File: src/sv/psd_pkg.sv
// ----------------------------------------------------------------------------
// psd_pkg
// Shared widths and types for the point to segment distance pipeline.
// ----------------------------------------------------------------------------
package psd_pkg;

  localparam int CW = 16;          // coordinate width
  localparam int DW = CW + 1;      // difference width
  localparam int PW = 2 * DW;      // product width
  localparam int TW = PW + 2;      // dot product width, signed
  localparam int LW = PW;          // squared length width, unsigned
  localparam int NW = 2 * LW;      // numerator width
  localparam int FB = 16;          // fraction bits before the root
  localparam int QW = LW + FB;     // quotient width
  localparam int RW = QW / 2;      // root width
  localparam int FRONT_DEPTH = 6;
  localparam int DEPTH = FRONT_DEPTH + QW + RW;

  typedef struct packed {
    logic [NW-1:0] num;
    logic [LW-1:0] den;
  } div_in_t;

endpackage

File: src/sv/psd_sqrt.sv
// ----------------------------------------------------------------------------
// psd_sqrt
// Integer square root, one root bit per stage.
// ----------------------------------------------------------------------------
module psd_sqrt (
  input  logic                    clk,
  input  logic                    rst,
  input  logic                    en,
  input  logic                    in_valid,
  input  logic [psd_pkg::QW-1:0]  x_in,
  output logic                    out_valid,
  output logic [psd_pkg::RW-1:0]  root_out
);

  localparam int QW = psd_pkg::QW;
  localparam int RW = psd_pkg::RW;

  logic          v    [RW+1];
  logic [RW:0]   rem  [RW+1];
  logic [RW-1:0] root [RW+1];
  logic [QW-1:0] x    [RW+1];

  assign v[0]    = in_valid;
  assign rem[0]  = '0;
  assign root[0] = '0;
  assign x[0]    = x_in;

  for (genvar gi = 0; gi < RW; gi++) begin : g_stage
    logic [RW+1:0] r4;
    logic [RW+1:0] trial;
    logic [RW+2:0] diff;

    assign r4    = {rem[gi][RW-1:0], x[gi][QW-1:QW-2]};
    assign trial = {root[gi], 2'b01};
    assign diff  = {1'b0, r4} - {1'b0, trial};

    always_ff @(posedge clk) begin
      if (rst) begin
        v[gi+1] <= 1'b0;
      end else if (en) begin
        v[gi+1] <= v[gi];
      end
    end

    always_ff @(posedge clk) begin
      if (en) begin
        x[gi+1] <= {x[gi][QW-3:0], 2'b00};
        if (!diff[RW+2]) begin
          rem[gi+1]  <= diff[RW:0];
          root[gi+1] <= {root[gi][RW-2:0], 1'b1};
        end else begin
          rem[gi+1]  <= r4[RW:0];
          root[gi+1] <= {root[gi][RW-2:0], 1'b0};
        end
      end
    end
  end

  assign out_valid = v[RW];
  assign root_out  = root[RW];

endmodule

File: config.mk
export PLATFORM = sky130hd
export DESIGN_NAME = psd_sqrt
export DESIGN_NICKNAME = d
export VERILOG_FILES = /design/src/sv/psd_pkg.sv /design/src/sv/psd_sqrt.sv
export SDC_FILE = /design/constraint.sdc
export NUM_CORES = 2
export LEC_CHECK = 0
export ABC_CLOCK_PERIOD_IN_PS = 3600
export BUFFER_PORTS_ARGS = -buffer_cell sky130_fd_sc_hd__buf_4
export CORE_MARGIN = 2
export CORE_UTILIZATION = 30
export DETAILED_ROUTE_END_ITERATION = 8
export HOLD_SLACK_MARGIN = 0.1
export PLACE_DENSITY = 0.57
export SLEW_MARGIN = 40
export SYNTH_ARGS = -nofsm -noshare
export SYNTH_HDL_FRONTEND = slang
export SYNTH_SLANG_ARGS = --single-unit
File: constraint.sdc
create_clock -name clk -period 3.6 [get_ports clk]
set_clock_uncertainty 0.15 [all_clocks]
set_input_delay 0.72 -clock clk [delete_from_list [all_inputs] [get_ports clk]]
set_output_delay 0.72 -clock clk [all_outputs]
set_load 0.01 [all_outputs]
* After elaboration in Yosys (flattened, before gate mapping)
Cells that the tools add are included.
Word-level totals: logic and storage cells 173, input bits 54, flip-flop bits (word level) 1528
Cells by class: muxes and demuxes 49, $add $sub $neg 25
Operators by type and width (count):
- 25-bit two-way mux | 23
- 27-bit by 10-bit subtractor with 28-bit output | 1
- 27-bit by 11-bit subtractor with 28-bit output | 1
- 27-bit by 12-bit subtractor with 28-bit output | 1
- 27-bit by 13-bit subtractor with 28-bit output | 1
- 27-bit by 14-bit subtractor with 28-bit output | 1
- 27-bit by 15-bit subtractor with 28-bit output | 1
- 27-bit by 16-bit subtractor with 28-bit output | 1
- 27-bit by 17-bit subtractor with 28-bit output | 1
- 27-bit by 18-bit subtractor with 28-bit output | 1
- 27-bit by 19-bit subtractor with 28-bit output | 1
- 27-bit by 20-bit subtractor with 28-bit output | 1
- 27-bit by 21-bit subtractor with 28-bit output | 1
- 27-bit by 22-bit subtractor with 28-bit output | 1
- 27-bit by 23-bit subtractor with 28-bit output | 1
- 27-bit by 24-bit subtractor with 28-bit output | 1
- 27-bit by 25-bit subtractor with 28-bit output | 1
- 27-bit by 26-bit subtractor with 28-bit output | 1
- 27-bit by 3-bit subtractor with 28-bit output | 1
- 27-bit by 4-bit subtractor with 28-bit output | 1
- 27-bit by 5-bit subtractor with 28-bit output | 1
- 27-bit by 6-bit subtractor with 28-bit output | 1
- 27-bit by 7-bit subtractor with 28-bit output | 1
- 27-bit by 8-bit subtractor with 28-bit output | 1
- other kinds (4) | 28

* Longest topological paths before layout
word-level depth 2, gate-level depth with buffers 13, depth with buffers taken out 12

* Least setup slack after synthesis
Ideal clock, no wire load.
path kind register to register, start point register rem (netlist bit g_stage[8].r4[2]), end point register rem (netlist bit g_stage[9].r4[20]) (data pin), setup time 271 ps, arrival 2907 ps, stages on the path, launching flop included 12, path buffers 1, slack 272 ps, cell sequence edfxtp_1 -> ha_1 -> o21a_1 -> o21ai_1 -> a21oi_1 -> a2111oi_0 -> a22oi_1 -> or4_1 -> clkbuf_1 -> o21ai_2 -> nor4_1 -> xor2_1
On the way: word-level cells in the longest chain between the ends 2
Ends and longest elaborated chain:
- from (decl) | line psd_sqrt.sv:19 | logic [RW:0] rem [RW+1];
- from (signal, indexed assignment) | line psd_sqrt.sv:49 | rem[gi+1] <= diff[RW:0];
- from (signal, indexed assignment) | line psd_sqrt.sv:52 | rem[gi+1] <= r4[RW:0];
- 27-bit by 10-bit subtractor with 28-bit output | line psd_sqrt.sv:35 | assign diff = {1'b0, r4} - {1'b0, trial};
- 25-bit two-way mux | line psd_sqrt.sv:48 | if (!diff[RW+2]) begin
No other way between the ends. A chain may end at the register's enable or synchronous reset.

* Worst setup path after layout
start point register rem (netlist bit g_stage[17].r4[2]), end point register rem (netlist bit g_stage[18].r4[24]) (data pin)
On the way: word-level cells in the longest chain between the ends 2
Ends and longest elaborated chain (line):
- 27-bit by 19-bit subtractor with 28-bit output | psd_sqrt.sv:35
- 25-bit two-way mux | psd_sqrt.sv:48
No other way between the ends.

==> impl_results.md <==
* Status: complete, no violations
* Simple-gate share of the synthesized area at 0.0898
* Startpoint types: flip-flop
* CTS tree: yes
* Hold path cells at 0
* Die outline width at 482 µm
* 1st-pass router iterations at 5
* Crit path max fanout at 3
* Setup crit end kind: flip-flop
* IO Pins at 80
* Leakage at 30.3 nW
* Clk sinks at 1518
* Synth warn at 0
* Residual DRC count at 0
* Final Util at 0.352
* Final worst path period need at 3460 ps
* Nets at 5850
* Worst slew margin at 0.476
* Count of final setup violators at 0
* Core footprint at 0.227 mm²
* Clock Path Buffers at 3
* Antenna violations before repair at 0
* Clock buffer count from CTS at 169
* H-tree lvl count at 4
* Detailed Place HPWL at 84500 µm
* CP arrival at 3850 ps
* Std cell rows at 175
* WL/cell at 14.0 µm
* Final Max Tran Viols at 0
* Cell count after synthesis at 5128
* Post-synthesis sequential area ratio at 0.663
* Vias in the first global route at 39300
* Most common cell after layout, fill and taps aside: edfxtp_1
* Worst-path clk slew at 60 ps
* RSZ-0062 raised after global routing: false
* Placer Congestion at 0.844
* Setup TNS at 0 ps
* Cell variety after synth at 82
* Max-Cap Viols at 0
* Hold Path Origin: g_stage[22].trial[12]
* Largest family of logic cells by synthesized area: simple AND/OR/NAND/NOR gates
* First-pass GRT wire length at 197000 µm
* Clock Latency Late Sink at 810 ps
* Synth Area in Compound Gates at 0.0882
* Root Driver: clkbuf_16
* Routed via count at 39100
* DIE AREA at 0.232 mm²
* Area grow syn2layout at 16.7%
* Antenna Cells at 0
* Adder-cell share of the synthesized area at 0.0596
* Final worst-path cycle share at 0.960
* Post-route ant nets at 0
* Commonest cells after routing, fill and taps aside: 1493 x edfxtp_1, 428 x inv_1, 347 x nor2_1, 344 x nand2_1, 326 x ha_1
* Endpoint, Worst Hold: g_stage[23].trial[13]
* Syn avg cell area at 13.3 µm²
* Post-Place Worst Slack at -35.3 ps
* Synthesized cell area at 0.0684 mm²
* Share of layout cells above drive strength 1 at 0.102
* XOR/XNOR Fraction of Synth Area at 0.0559
* R2R depth at 9
* Post-synthesis mux area share at 0.0152
* Initial core utilization at 0.301
* Final Hold Viols at 0
* Crit Reg-Reg Endpoint: g_stage[18].r4[24]
* Fraction of registers with async set or reset after synthesis at 0
* Post-synth EDFFs at 1493
* Routed WL at 121000 µm
* Final worst slack at 145 ps
* Worst r2r src: g_stage[17].r4[2]
* Prevailing post-synth register cell: edfxtp_1
* R2R Setup Slk at 140 ps
* Share of the synthesized area in the top cell type at 0.655
* Worst min-delay path category: flip-flop to flip-flop
* Pwr Density at 615 mW/mm²
* FF+latch count, synth at 1518
* Syn_nets at 5508
* Grt total ovfl at 0
* Setup Crit Path Kind: flip-flop to flip-flop
* Achievable Freq at 0.289 GHz
* DR vias/cell at 4.54
* Iter 0 DRT Violations at 2165
* Tot GR Track Use at 0.103
* Largest net degree at the start of global routing at 159
* Synth top area cells: edfxtp_1 66%, ha_1 6.0%, xor2_1 2.8%
* Fillers at 21800
* Die H at 482 µm
* Max IR drop VDD at 0.000556 V
* Worst EP required at 4000 ps
* Yosys top cell by area: edfxtp_1
* Worst Hold Slack at 241 ps
* Worst-margin pin slew at 766 ps
* Tot Pwr at 49.1 mW
* Port Buf Inserts at 79
-- repair_timing --
action	in CTS	in global routing
pin swaps	0	2
hold buffers	55	0
setup endpoints to repair	3	70
gates resized for setup	2	21
setup buffers	0	1
endpoints found under the hold margin	81	0
-- routing by layer --
layer  share of wire  vias to the layer above  global-route usage
met5               0                        -                   0
met4           0.027                        0              0.0359
met3           0.035                      231              0.0210
met1            0.42                    18800               0.116
li1                -                    19600                   -
met2            0.52                      540               0.190
-- layout make-up --
type | count | area, µm² | share of cell area
sequential | 1518 | 45300 | 0.568
tap | 3009 | 3760 | 0.0472
clock buffer | 205 | 4430 | 0.0555
multi-input combinational | 3091 | 21300 | 0.266
timing repair buffer | 259 | 2380 | 0.0298
clock inverter | 106 | 1050 | 0.0131
inverter | 431 | 1620 | 0.0203
-- flip-flops by register name, indices dropped and copies added, names as in the netlist --
| signal | flops |
|---|---|
| g_stage.r4 | 616 |
| x | 552 |
| g_stage.trial | 300 |
| root_out | 25 |
| v | 24 |
| out_valid | 1 |
-- cells by family after synthesis --
group	after synthesis
XOR/XNOR	437
adder cells (fa/ha/maj)	326
multiplexers	96
AO/OA/AOI/OAI	962
flip-flops	1518
other	1
buffers and inverters	519
AND/OR/NAND/NOR	1269
-- synth_stat cells (13+ instances only) --
| cell | instances |
|---|---|
| a211oi_1 | 22 |
| a21boi_0 | 13 |
| a21o_1 | 100 |
| a21oi_1 | 274 |
| a31oi_1 | 16 |
| and2_1 | 25 |
| and3_1 | 26 |
| clkbuf_1 | 73 |
| dfxtp_1 | 25 |
| edfxtp_1 | 1493 |
| ha_1 | 326 |
| inv_1 | 428 |
| mux2_2 | 60 |
| mux2i_1 | 34 |
| nand2_1 | 344 |
| nand2b_1 | 64 |
| nand3_1 | 64 |
| nand4_1 | 24 |
| nor2_1 | 347 |
| nor2b_1 | 44 |
| nor3_1 | 109 |
| nor4_1 | 60 |
| o2111ai_1 | 16 |
| o211ai_1 | 15 |
| o21a_1 | 82 |
| o21ai_0 | 253 |
| o21bai_1 | 23 |
| o31ai_1 | 41 |
| or2_2 | 22 |
| or3_1 | 62 |
| or4_1 | 29 |
| xnor2_1 | 218 |
| xor2_1 | 219 |
-- how the worst max path moves through the flow --
stage                     cells past startpoint               from  slack, ps                  to
after global placement                       10  g_stage[20].r4[2]        -40   g_stage[21].r4[2]
after detailed placement                     10  g_stage[20].r4[2]        -40   g_stage[21].r4[2]
after global routing                          9  g_stage[17].r4[2]          7  g_stage[18].r4[24]
after floorplan                              11   g_stage[8].r4[2]        270   g_stage[9].r4[20]
after CTS                                    10  g_stage[17].r4[2]         30  g_stage[18].r4[26]
final                                         9  g_stage[17].r4[2]        140  g_stage[18].r4[24]
-- critical path, stage by stage, from the launching register on --
cell and delay (ps):
edfxtp_1 400, ha_1 350, nor2b_1 160, o31ai_1 370, a211oi_1 250, or3_1 400
a21oi_1 240, nor2_1 90, or4b_2 650, xnor2_1 140
-- power breakdown --
part           internal (mW)  switching [mW]  leakage (nW)
Sequential              22.2            1.20          14.5
Combinational           4.13            4.80          13.1
Clock                   9.76            7.03          2.65
-- metrics by stage --
stage,cells,cell area [µm²]
global route,8619,79800
floorplan,5128,68400
global placement,8251,73700
finish,8619,79800
CTS,8617,79700
detailed placement,8251,73700
No activity file was read; power rests on OpenSTA's default activity.
